==> config.mk <==
export PLATFORM = sky130hd
export DESIGN_NAME = utf8_stream_decoder
export DESIGN_NICKNAME = d
export VERILOG_FILES = /design/src/hdl/u8sd_pkg.sv /design/src/hdl/u8sd_dpath.sv /design/src/hdl/u8sd_ctrl.sv /design/src/hdl/utf8_stream_decoder.sv
export SDC_FILE = /design/constraint.sdc
export NUM_CORES = 1
export LEC_CHECK = 0
export BUFFER_PORTS_ARGS = -buffer_cell sky130_fd_sc_hd__buf_2
export CAP_MARGIN = 40
export CORE_MARGIN = 2
export CORE_UTILIZATION = 46
export CTS_CLUSTER_SIZE = 25
export DETAILED_ROUTE_END_ITERATION = 6
export SLEW_MARGIN = 20
export SYNTH_ARGS = -nofsm -noshare
export SYNTH_HDL_FRONTEND = slang
export SYNTH_SLANG_ARGS = --single-unit
==> constraint.sdc <==
create_clock -name clk -period 6.5 [get_ports clk]
set_input_delay 0.65 -clock clk [delete_from_list [all_inputs] [get_ports clk]]
set_output_delay 0.65 -clock clk [all_outputs]
set_load 0.005 [all_outputs]
==> src/hdl/u8sd_pkg.sv <==
// Shared types, constants and decode functions for the UTF-8 stream decoder.
package u8sd_pkg;

  localparam int unsigned PEND_DEPTH = 5;
  localparam int unsigned SEQ_MAX    = 6;

  localparam logic [31:0] REPL_RESET = 32'd65533;

  localparam logic [7:0] MASK_FE = 8'hFE;
  localparam logic [7:0] MASK_FC = 8'hFC;
  localparam logic [7:0] MASK_F8 = 8'hF8;
  localparam logic [7:0] MASK_F0 = 8'hF0;
  localparam logic [7:0] MASK_E0 = 8'hE0;
  localparam logic [7:0] MASK_80 = 8'h80;
  localparam logic [7:0] LEAD6   = 8'hFC;
  localparam logic [7:0] LEAD5   = 8'hF8;
  localparam logic [7:0] LEAD4   = 8'hF0;
  localparam logic [7:0] LEAD3   = 8'hE0;
  localparam logic [7:0] LEAD2   = 8'hC0;
  localparam logic [7:0] ASCII_M = 8'h7F;
  localparam logic [7:0] CONT_M  = 8'h3F;

  typedef logic [2:0] cnt_t;
  typedef logic [PEND_DEPTH-1:0][7:0] pend_t;
  typedef logic [SEQ_MAX-1:0][7:0] seq_t;

  // Commands from the controller to the datapath.
  typedef struct packed {
    logic accept;    // input transfer this cycle
    logic load_acc;  // accepted byte yields a result now
    logic replay;    // emit one buffered result
  } cmd_t;

  // Status from the datapath to the controller.
  typedef struct packed {
    logic acc_result;  // current input byte would give one result
    logic acc_replay;  // current input byte ends the string with bytes left over
    logic rep_last;    // current replay step empties the buffer
  } stat_t;

  // Sequence length from a lead byte; zero when the byte cannot start a sequence.
  function automatic cnt_t lead_length(input logic [7:0] b);
    cnt_t len;
    if ((b & MASK_FE) == LEAD6) begin
      len = 3'd6;
    end else if ((b & MASK_FC) == LEAD5) begin
      len = 3'd5;
    end else if ((b & MASK_F8) == LEAD4) begin
      len = 3'd4;
    end else if ((b & MASK_F0) == LEAD3) begin
      len = 3'd3;
    end else if ((b & MASK_E0) == LEAD2) begin
      len = 3'd2;
    end else if ((b & MASK_80) == 8'h00) begin
      len = 3'd1;
    end else begin
      len = 3'd0;
    end
    return len;
  endfunction

  function automatic logic [7:0] lead_mask(input cnt_t len);
    logic [7:0] m;
    case (len)
      3'd1:    m = 8'h7F;
      3'd2:    m = 8'h1F;
      3'd3:    m = 8'h0F;
      3'd4:    m = 8'h07;
      3'd5:    m = 8'h03;
      3'd6:    m = 8'h01;
      default: m = 8'h00;
    endcase
    return m;
  endfunction

  // Builds a code point from the first len bytes of a sequence.
  function automatic logic [31:0] assemble(input seq_t s, input cnt_t len);
    logic [31:0] v;
    v = {24'd0, s[0] & lead_mask(len)};
    for (int i = 1; i < SEQ_MAX; i++) begin
      if (3'(i) < len) begin
        v = {v[25:0], s[i][5:0] & CONT_M[5:0]};
      end
    end
    return v;
  endfunction

endpackage

==> src/hdl/u8sd_dpath.sv <==
// Datapath: pending byte buffer, sequence assembly, replacement register and result register.
module u8sd_dpath (
  input  logic            clk,
  input  logic            rst_n,
  input  u8sd_pkg::cmd_t  cmd,
  output u8sd_pkg::stat_t sts,
  input  logic [7:0]      in_byte,
  input  logic            in_end_of_string,
  input  logic            cfg_wr_en,
  input  logic [31:0]     cfg_wr_data,
  output logic [31:0]     out_code_point,
  output logic            out_substituted,
  output logic            out_run_last
);
  import u8sd_pkg::*;

  pend_t       pend_r, pend_nxt;
  cnt_t        cnt_r, cnt_nxt;
  cnt_t        exp_r, exp_nxt;
  logic [31:0] repl_r;
  logic [31:0] cp_r, cp_nxt;
  logic        sub_r, sub_nxt;
  logic        last_r, last_nxt;

  cnt_t        in_len;
  seq_t        acc_seq;
  logic [31:0] acc_cp;
  logic        acc_sub;
  logic        acc_res;
  logic        acc_wr;
  cnt_t        acc_cnt;
  cnt_t        acc_exp;
  logic        acc_rpl;

  cnt_t        rep_len;
  cnt_t        rep_take;
  logic [31:0] rep_cp;
  logic        rep_sub;
  cnt_t        rep_cnt;
  logic        rep_lst;

  // Outcome of taking the byte on the input.
  always_comb begin
    in_len  = lead_length(in_byte);
    for (int j = 0; j < SEQ_MAX; j++) begin
      if (cnt_r == 3'(j)) begin
        acc_seq[j] = in_byte;
      end else if (j < PEND_DEPTH) begin
        acc_seq[j] = pend_r[j];
      end else begin
        acc_seq[j] = 8'h00;
      end
    end
    acc_cp  = repl_r;
    acc_sub = 1'b0;
    acc_res = 1'b0;
    acc_wr  = 1'b0;
    acc_cnt = cnt_r;
    acc_exp = exp_r;
    if (cnt_r == 3'd0) begin
      if (in_len == 3'd0) begin
        acc_res = 1'b1;
        acc_sub = 1'b1;
      end else if (in_len == 3'd1) begin
        acc_res = 1'b1;
        acc_cp  = {24'd0, in_byte & ASCII_M};
      end else begin
        acc_wr  = 1'b1;
        acc_cnt = 3'd1;
        acc_exp = in_len;
      end
    end else if (cnt_r + 3'd1 >= exp_r) begin
      acc_res = 1'b1;
      acc_cp  = assemble(acc_seq, exp_r);
      acc_cnt = 3'd0;
      acc_exp = 3'd0;
    end else if (cnt_r < 3'(PEND_DEPTH)) begin
      acc_wr  = 1'b1;
      acc_cnt = cnt_r + 3'd1;
    end
    acc_rpl = in_end_of_string && (acc_cnt != 3'd0);
  end

  // One result from the head of the buffer while the string end is drained.
  always_comb begin
    rep_len = lead_length(pend_r[0]);
    if (rep_len == 3'd1) begin
      rep_cp   = {24'd0, pend_r[0] & ASCII_M};
      rep_sub  = 1'b0;
      rep_take = 3'd1;
    end else if (rep_len >= 3'd2 && rep_len <= cnt_r) begin
      rep_cp   = assemble({8'h00, pend_r}, rep_len);
      rep_sub  = 1'b0;
      rep_take = rep_len;
    end else begin
      rep_cp   = repl_r;
      rep_sub  = 1'b1;
      rep_take = 3'd1;
    end
    rep_cnt = cnt_r - rep_take;
    rep_lst = (rep_cnt == 3'd0);
  end

  assign sts = '{acc_result: acc_res, acc_replay: acc_rpl, rep_last: rep_lst};

  always_comb begin
    pend_nxt = pend_r;
    cnt_nxt  = cnt_r;
    exp_nxt  = exp_r;
    cp_nxt   = cp_r;
    sub_nxt  = sub_r;
    last_nxt = last_r;
    if (cmd.accept) begin
      if (acc_wr) begin
        pend_nxt[cnt_r] = in_byte;
      end
      cnt_nxt = acc_cnt;
      exp_nxt = acc_exp;
    end else if (cmd.replay) begin
      // Drop the consumed bytes so the next sequence starts at the head.
      for (int j = 0; j < PEND_DEPTH; j++) begin
        for (int k = 1; k < PEND_DEPTH; k++) begin
          if (rep_take == 3'(k) && j + k < PEND_DEPTH) begin
            pend_nxt[j] = pend_r[j + k];
          end
        end
      end
      cnt_nxt = rep_cnt;
      if (rep_cnt == 3'd0) begin
        exp_nxt = 3'd0;
      end
    end
    if (cmd.load_acc) begin
      cp_nxt   = acc_cp;
      sub_nxt  = acc_sub;
      last_nxt = 1'b1;
    end else if (cmd.replay) begin
      cp_nxt   = rep_cp;
      sub_nxt  = rep_sub;
      last_nxt = rep_lst;
    end
  end

  always_ff @(posedge clk) begin
    if (!rst_n) begin
      cnt_r  <= 3'd0;
      exp_r  <= 3'd0;
      repl_r <= REPL_RESET;
    end else begin
      cnt_r <= cnt_nxt;
      exp_r <= exp_nxt;
      if (cfg_wr_en) begin
        repl_r <= cfg_wr_data;
      end
    end
  end

  always_ff @(posedge clk) begin
    pend_r <= pend_nxt;
    cp_r   <= cp_nxt;
    sub_r  <= sub_nxt;
    last_r <= last_nxt;
  end

  assign out_code_point  = cp_r;
  assign out_substituted = sub_r;
  assign out_run_last    = last_r;

endmodule

==> src/hdl/u8sd_ctrl.sv <==
// Controller: handshakes, result register valid and the end-of-string replay state.
module u8sd_ctrl (
  input  logic            clk,
  input  logic            rst_n,
  input  logic            in_valid,
  output logic            in_stall,
  output logic            out_valid,
  input  logic            out_stall,
  input  u8sd_pkg::stat_t sts,
  output u8sd_pkg::cmd_t  cmd
);
  import u8sd_pkg::*;

  localparam logic ST_IDLE   = 1'b0;
  localparam logic ST_REPLAY = 1'b1;

  logic state_r, state_nxt;
  logic out_valid_r, out_valid_nxt;
  logic out_free;

  // The result register can take a new value when empty or being drained.
  assign out_free = !out_valid_r || !out_stall;
  assign in_stall = (state_r == ST_REPLAY) || !out_free;

  always_comb begin
    cmd.accept   = in_valid && !in_stall;
    cmd.load_acc = cmd.accept && sts.acc_result;
    cmd.replay   = (state_r == ST_REPLAY) && out_free;
  end

  always_comb begin
    state_nxt     = state_r;
    out_valid_nxt = out_valid_r;
    if (out_free) begin
      out_valid_nxt = cmd.load_acc || cmd.replay;
    end
    case (state_r)
      ST_IDLE: begin
        if (cmd.accept && sts.acc_replay) begin
          state_nxt = ST_REPLAY;
        end
      end
      ST_REPLAY: begin
        if (cmd.replay && sts.rep_last) begin
          state_nxt = ST_IDLE;
        end
      end
      default: state_nxt = ST_IDLE;
    endcase
  end

  always_ff @(posedge clk) begin
    if (!rst_n) begin
      state_r     <= ST_IDLE;
      out_valid_r <= 1'b0;
    end else begin
      state_r     <= state_nxt;
      out_valid_r <= out_valid_nxt;
    end
  end

  assign out_valid = out_valid_r;

  a_acc_excl: assert property (@(posedge clk) disable iff (!rst_n)
    cmd.accept |-> !(sts.acc_result && sts.acc_replay))
    else $error("byte both completes a result and starts a replay");

  a_enter_replay: assert property (@(posedge clk) disable iff (!rst_n)
    cmd.accept && sts.acc_replay |=> state_r == ST_REPLAY)
    else $error("string end with pending bytes did not start a replay");

  a_replay_out: assert property (@(posedge clk) disable iff (!rst_n)
    cmd.replay |=> out_valid_r)
    else $error("replay step did not present a result");

  a_replay_done: assert property (@(posedge clk) disable iff (!rst_n)
    cmd.replay && sts.rep_last |=> state_r == ST_IDLE && !cmd.replay)
    else $error("replay continued past the last buffered byte");

endmodule

==> src/hdl/utf8_stream_decoder.sv <==
// UTF-8 stream decoder (one to six byte form): top level joining controller and datapath.
//
// Bytes arrive on the in_ channel, one per transfer, with in_end_of_string on the
// last byte of a string. Code points leave on the out_ channel: out_code_point,
// out_substituted for a replacement, and out_run_last on the last result that a
// byte causes. The replacement code is written through cfg_wr_en / cfg_wr_data.
// A result sits in the output register in the cycle after the byte that completes it,
// and a new byte is taken in every cycle while that register is empty or draining and
// no replay runs, so the sustained rate is one byte per cycle. Lead and middle bytes give
// no result unless they end a string. When a string ends inside a sequence, the buffered
// bytes are drained from a five-byte shift buffer as one to five results, one per cycle
// while out_stall is low, and the input is stalled meanwhile. While out_stall is high the
// result holds, and the input stalls for as long as a result waits in the register.
// Reset empties the buffer, clears out_valid and sets the replacement to 0xFFFD.
module utf8_stream_decoder (
  input  logic        clk,
  input  logic        rst_n,
  input  logic        in_valid,
  output logic        in_stall,
  input  logic [7:0]  in_byte,
  input  logic        in_end_of_string,
  output logic        out_valid,
  input  logic        out_stall,
  output logic [31:0] out_code_point,
  output logic        out_substituted,
  output logic        out_run_last,
  input  logic        cfg_wr_en,
  input  logic [31:0] cfg_wr_data
);
  import u8sd_pkg::*;

  cmd_t  cmd;
  stat_t sts;

  u8sd_ctrl u_ctrl (
    .clk       (clk),
    .rst_n     (rst_n),
    .in_valid  (in_valid),
    .in_stall  (in_stall),
    .out_valid (out_valid),
    .out_stall (out_stall),
    .sts       (sts),
    .cmd       (cmd)
  );

  u8sd_dpath u_dpath (
    .clk              (clk),
    .rst_n            (rst_n),
    .cmd              (cmd),
    .sts              (sts),
    .in_byte          (in_byte),
    .in_end_of_string (in_end_of_string),
    .cfg_wr_en        (cfg_wr_en),
    .cfg_wr_data      (cfg_wr_data),
    .out_code_point   (out_code_point),
    .out_substituted  (out_substituted),
    .out_run_last     (out_run_last)
  );

endmodule

==> flow_metrics.tcl, run 1 <==
set metrics [dict create \
    clock_sinks 114 \
    worst_pin_slew_ns 0.9936 \
    arrival_ns 5.60 \
    synth_area_per_cell_um2 8.383 \
    insertion_delay_ns 0.44 \
    cts.repair.resized 0 \
    final_common_cell "nand2_1" \
    whs_path_depth 3 \
    groute.usage.overall_pct 36.61 \
    rrSetupSlack_ns 1.25 \
    drive_above_1_share_pct 15.54 \
    ir_drop_mv 0.2615 \
    drcViolationCount 1 \
    antenna_found_initial 0 \
    grt_max_degree 42 \
    drv_slew 0 \
    grt_overflow_total 0 \
    synth_top_area_cell "edfxtp_1" \
    hold_path_class "in -> reg" \
    synth_edf_count 73 \
    min_to "u_dpath.repl_r[11]" \
    start_util_pct 47.16 \
    p_leak_nw 3.711 \
    cp-start-kind "flip-flop" \
    hold_path.startpoint "cfg_wr_data[11]" \
    clock_skew_ns 0.01601 \
    num_io_pins 82 \
    postCtsHoldBufs 0 \
    status "finished with violations" \
    ant_nets 0 \
    finalSetupViolCount 0 \
    critPathSlowestCell "a211oi_1" \
    maxSlewHeadroom_pct 33.76 \
    cp_data_required_time_ns 6.85 \
    final_cells 1297 \
    synth.yosys.seq_area_share_pct 35.44 \
    io_buffers 81 \
    viasPerCell 7.055 \
    dp_hpwl_mm 25.88 \
    fin_nets 1114 \
    cts_buffers 17 \
    drv_cap 0 \
    die_h_um 139.9 \
    r2r_cells 17 \
    path_clk_slew_ns 0.07 \
    period_share_pct 80.84 \
    synthArstFlopShare_pct 0 \
    dieArea_um2 19580 \
    rsz0062_at_grt "false" \
    yosysUniqueCellTypes 68 \
    area_delta_synth_final_pct 14.26 \
    regToRegStartpoint "u_dpath.pend_r[6]" \
    finalHoldViolCount 0 \
    cts_tree "done" \
    r2r_end "u_dpath.exp_r[2]" \
    coreArea_um2 18020 \
    cp-end-kind "flip-flop" \
    powerDensity_nw_per_um2 511.0 \
    gp_congestion 1.024 \
    postSynthCellCount 1014 \
    fmax_ghz 0.1903 \
    die_x_um 139.9 \
    yosys_warnings 0 \
    clk_path_buf_depth 2 \
    layout_common_cells "120 x nand2_1, 84 x buf_2, 77 x nor2_1, 77 x o21ai_0, 75 x mux2i_1" \
    slowest_delay_ns 0.60 \
    violations "DRC" \
    tns_ns 0 \
    synth_top_area_share_pct 25.79 \
    placed_cells 1264 \
    wl_per_cell_um 28.39 \
    h-tree-depth 4 \
    grt_pass1_wl_mm 53.68 \
    ys_ff_latch 114 \
    finalPower_w 0.004964 \
    grt_pass1_vias 8360 \
    synth_flop_cell "edfxtp_1" \
    crit_chain "and2_1 -> nand3_1 -> nand2_1 -> ha_1 -> nand3b_1 -> a21o_1 -> and2_1 -> buf_4 -> nand3_1 -> ha_1 -> fa_1 -> inv_1 -> a211oi_1 -> a211oi_1 -> mux2i_1 -> o311ai_0 -> o22ai_1" \
    yosys-top-cells-area "edfxtp_1 26%, dfxtp_1 9.7%, mux2i_1 8.8%" \
    postCtsSetupBuffers 0 \
    critPathKind "reg -> reg" \
    crit_fanout 17 \
    syn_area_um2 8501 \
    drt-total-wl_mm 36.82 \
    num_antenna_cells 0 \
    synth.net_count 1073 \
    utilization_pct 53.89 \
    drtPass1Iterations 7 \
    cts_root_buffer "clkbuf_16" \
    fp-row-count 49 \
    num_vias 9150 \
    period_minus_slack_ns 5.255 \
    drtIter0Drc 1465 \
]
==> kinds of logic after synthesis <==
family	Yosys count	synth area share [%]
buffers and inverters	109	5.122
adders and majority gates	13	2.002
and+or+nand+nor	334	18.22
DFF	114	35.44
muxes	90	10.82
AOI/OAI and AO/OA	354	28.39
==> stage by stage <==
step,area (um2),hold slack [ns],setup slack [ns]
after detailed placement,9052,0.4647,1.470
after floorplan,8501,0.4430,2.388
after global routing,9713,0.4363,0.9345
after CTS,9698,0.4194,1.414
final,9713,0.4250,1.245
after global placement,9010,0.4586,1.515
==> Yosys cell counts, drive strengths merged (13+ instances only) <==
cell type	number
nand2	120
nor2	78
o21ai	78
mux2i	75
edfxtp	73
a21oi	68
clkbuf	56
dfxtp	41
nand3	35
buf	32
nor2b	26
a31oi	20
o22ai	20
a211oi	19
inv	19
nor3	19
mux2	15
o221ai	15
and2	13
==> worst max path at each step <==
| stage | start | to | slack [ns] | cells past startpoint |
|---|---|---|---|---|
| floorplan | u_dpath.pend_r[4] | u_dpath.exp_r[1] | 2.39 | 20 |
| global placement | u_dpath.pend_r[4] | u_dpath.exp_r[2] | 1.52 | 18 |
| detailed placement | u_dpath.pend_r[4] | u_dpath.exp_r[2] | 1.47 | 18 |
| CTS | u_dpath.pend_r[4] | u_dpath.exp_r[2] | 1.41 | 18 |
| global route | u_dpath.pend_r[6] | u_dpath.exp_r[2] | 0.93 | 17 |
| finish | u_dpath.pend_r[6] | u_dpath.exp_r[2] | 1.25 | 17 |
==> power breakdown <==
| group | internal [W] | switching (W) |
|---|---|---|
| clock | 0.000656 | 0.000412 |
| sequential | 0.00107 | 0.000196 |
| combinational | 0.000861 | 0.00177 |
==> sequential cells by signal, indices dropped and copies added, names as in the netlist <==
register and count:
u_ctrl.out_valid 1, u_dpath.out_substituted 1, u_dpath.out_run_last 1, u_ctrl.state_r 1
u_dpath.repl_r 32, u_dpath.pend_r 40, u_dpath.exp_r 3, u_dpath.out_code_point 32
u_dpath.cnt_r 3
==> worst max-delay path: cells and delay by family (launching register included) <==
kind / cells / cell delay [ns]
fa+ha+maj: 3 / 0.90
flops: 1 / 0.54
buf+inv: 2 / 0.37
compound gates: 5 / 1.45
mux: 1 / 0.46
simple gates: 6 / 1.44
==> layout make-up <==
cell class,instances,area (um2)
fillers,1730,8312
multi-input cells,791,5054
flip-flops and latches,114,3013
repair buffers,110,635.6
clock buffers,17,425.4
well taps,229,286.5
clock inverters,15,220.2
inverters,21,78.83
==> per-layer routing <==
layer / global-route usage [%] / up-vias / wire length, um
met1: 51.54 / 4395 / 14680
met3: 8.991 / 113 / 4660
met2: 54.33 / 685 / 15940
met5: 0 / - / 0
met4: 14.26 / 0 / 1544
li1: - / 3957 / -
No activity file was read; power rests on OpenSTA's default activity.
==> run 2: changes to the inputs <==
--- a/config.mk
+++ b/config.mk
@@ -11,6 +11,7 @@
 export CORE_UTILIZATION = 46
 export CTS_CLUSTER_SIZE = 25
 export DETAILED_ROUTE_END_ITERATION = 6
+export PLACE_DENSITY = 0.67
 export SLEW_MARGIN = 20
 export SYNTH_ARGS = -nofsm -noshare
 export SYNTH_HDL_FRONTEND = slang
==> constraint.sdc (replaced) <==
create_clock -name clk -period 4.6 [get_ports clk]
set_input_delay 0.46 -clock clk [delete_from_list [all_inputs] [get_ports clk]]
set_output_delay 0.46 -clock clk [all_outputs]
set_load 0.005 [all_outputs]
==> flow_metrics.tcl, run 2 (synthesized netlist as in run 1, its figures left out) <==
set metrics [dict create \
    status "finished with violations" \
    violations "DRC" \
    clock_skew_ns 0.01893 \
    cts_root_buffer "clkbuf_16" \
    insertion_delay_ns 0.44 \
    powerDensity_nw_per_um2 713.6 \
    tns_ns 0 \
    wl_per_cell_um 27.16 \
    p_leak_nw 3.806 \
    fmax_ghz 0.2302 \
    io_buffers 81 \
    cp-end-kind "flip-flop" \
    top_register "u_dpath.pend_r" \
    worst_pin_slew_ns 0.8845 \
    num_antenna_cells 0 \
    pre_cts_ws_ns 0.2346 \
    ir_drop_mv 0.3904 \
    dp_hpwl_mm 25.22 \
    start_util_pct 47.16 \
    groute.usage.overall_pct 35.95 \
    h-tree-depth 4 \
    grt_pass1_vias 8402 \
    antenna_found_initial 1 \
    num_io_pins 82 \
    critPathKind "reg -> reg" \
    arrival_ns 4.70 \
    critPathSlowestCell "edfxtp_1" \
    finalHoldViolCount 0 \
    hold_path_class "in -> reg" \
    holdWs_ns 0.2276 \
    clock_sinks 114 \
    cp-start-kind "flip-flop" \
    path_clk_slew_ns 0.07 \
    grt_pass1_wl_mm 53.19 \
    drive_above_1_share_pct 17.34 \
    fp-row-count 49 \
    drtPass1Iterations 7 \
    postCtsHoldBufs 0 \
    die_h_um 139.9 \
    finalWorstSetupSlack_ns 0.2563 \
    cp_data_required_time_ns 4.95 \
    slowest_delay_ns 0.54 \
    rsz0062_at_grt "false" \
    grt_max_degree 42 \
    gp_congestion 1.059 \
    drv_slew 0 \
    dieArea_um2 19580 \
    num_vias 9199 \
    cts_tree "done" \
    area_delta_synth_final_pct 16.01 \
    drcViolationCount 9 \
    drtIter0Drc 1324 \
    clk_path_buf_depth 2 \
    drt-total-wl_mm 35.82 \
    die_x_um 139.9 \
    layout_common_cells "120 x nand2_1, 84 x buf_2, 78 x o21ai_0, 77 x nor2_1, 74 x mux2i_1" \
    largest_reg_flops 40 \
    ant_nets 0 \
    coreArea_um2 18020 \
    cts_buffers 17 \
    period_share_pct 94.43 \
    finalSetupViolCount 0 \
    grt_overflow_total 0 \
    final_common_cell "nand2_1" \
    crit_fanout 10 \
    crit_chain "and4_1 -> nand2_1 -> inv_1 -> ha_1 -> a21oi_1 -> a21o_1 -> and2_1 -> nand3_1 -> ha_1 -> fa_1 -> inv_1 -> a211oi_1 -> a211oi_2 -> mux2i_2 -> o311ai_0 -> o22ai_1" \
    maxSlewHeadroom_pct 41.04 \
    fin_nets 1136 \
    period_minus_slack_ns 4.344 \
    drv_cap 0 \
    viasPerCell 6.974 \
]
run 2: changes by cell type in the layout (fill, tap and decap cells not counted), sizes merged:
cell / change
buf: +21
bufinv: -2
clkbuf: +4
clkinv: +4
inv: -5
run 2: what timing repair did:
item,CTS,global route
gates resized for setup,0,2
buffers inserted,0,2
endpoints found under the setup margin,0,4
run 2: cell type report:
type,count,area [um2]
repair buffers,132,798.3
well taps,229,286.5
multi-input cells,791,5062
inverters,21,78.83
clock buffers,20,479.2
clock inverters,12,143.9
flip-flops and latches,114,3013
fillers,1739,8163
run 2: critical path, delay by kind of cell, from the launching register on:
family | cells | cell delay (ns)
adder cells (fa/ha/maj) | 3 | 0.97
multiplexers | 1 | 0.39
AND/OR/NAND/NOR | 4 | 0.79
AO/OA/AOI/OAI | 6 | 1.31
flip-flops | 1 | 0.54
buffers and inverters | 2 | 0.27
run 2: worst paths after layout:
check	start	endpoint	slack [ns]	cells past startpoint
hold / removal	cfg_wr_data[10]	u_dpath.repl_r[10]	0.23	3
setup / recovery	u_dpath.pend_r[5]	u_dpath.exp_r[2]	0.26	16
hold reg to reg	u_dpath.out_run_last	u_dpath.out_run_last	0.48	2
setup reg to reg	u_dpath.pend_r[5]	u_dpath.exp_r[2]	0.26	16
run 2: metal layers:
metal	global-route usage, %	up-vias	wire length (um)
met3	9.983	143	4675
li1	-	4004	-
met1	49.88	4328	14240
met5	0	-	11
met2	53.22	722	15320
met4	14.32	2	1571
run 2: through the flow:
| step | utilization, % | power (W) | cells | instance area [um2] |
|---|---|---|---|---|
| final | 54.71 | 0.007038 | 1319 | 9862 |
| after global routing | 54.71 | 0.007312 | 1319 | 9862 |
| after CTS | 54.51 | 0.006829 | 1315 | 9826 |
| after detailed placement | 51.06 | 0.005401 | 1283 | 9203 |
| after global placement | 50.82 | 0.005410 | 1279 | 9160 |
| after floorplan | - | 0.004046 | 1014 | 8501 |
run 2: where the power goes:
part / switching [W] / leakage (nW) / total, W / internal, W
Combinational: 0.00255 / 2.48 / 0.00386 / 0.00130
Sequential: 0.000250 / 1.03 / 0.00176 / 0.00151
Clock: 0.000547 / 0.302 / 0.00142 / 0.000870
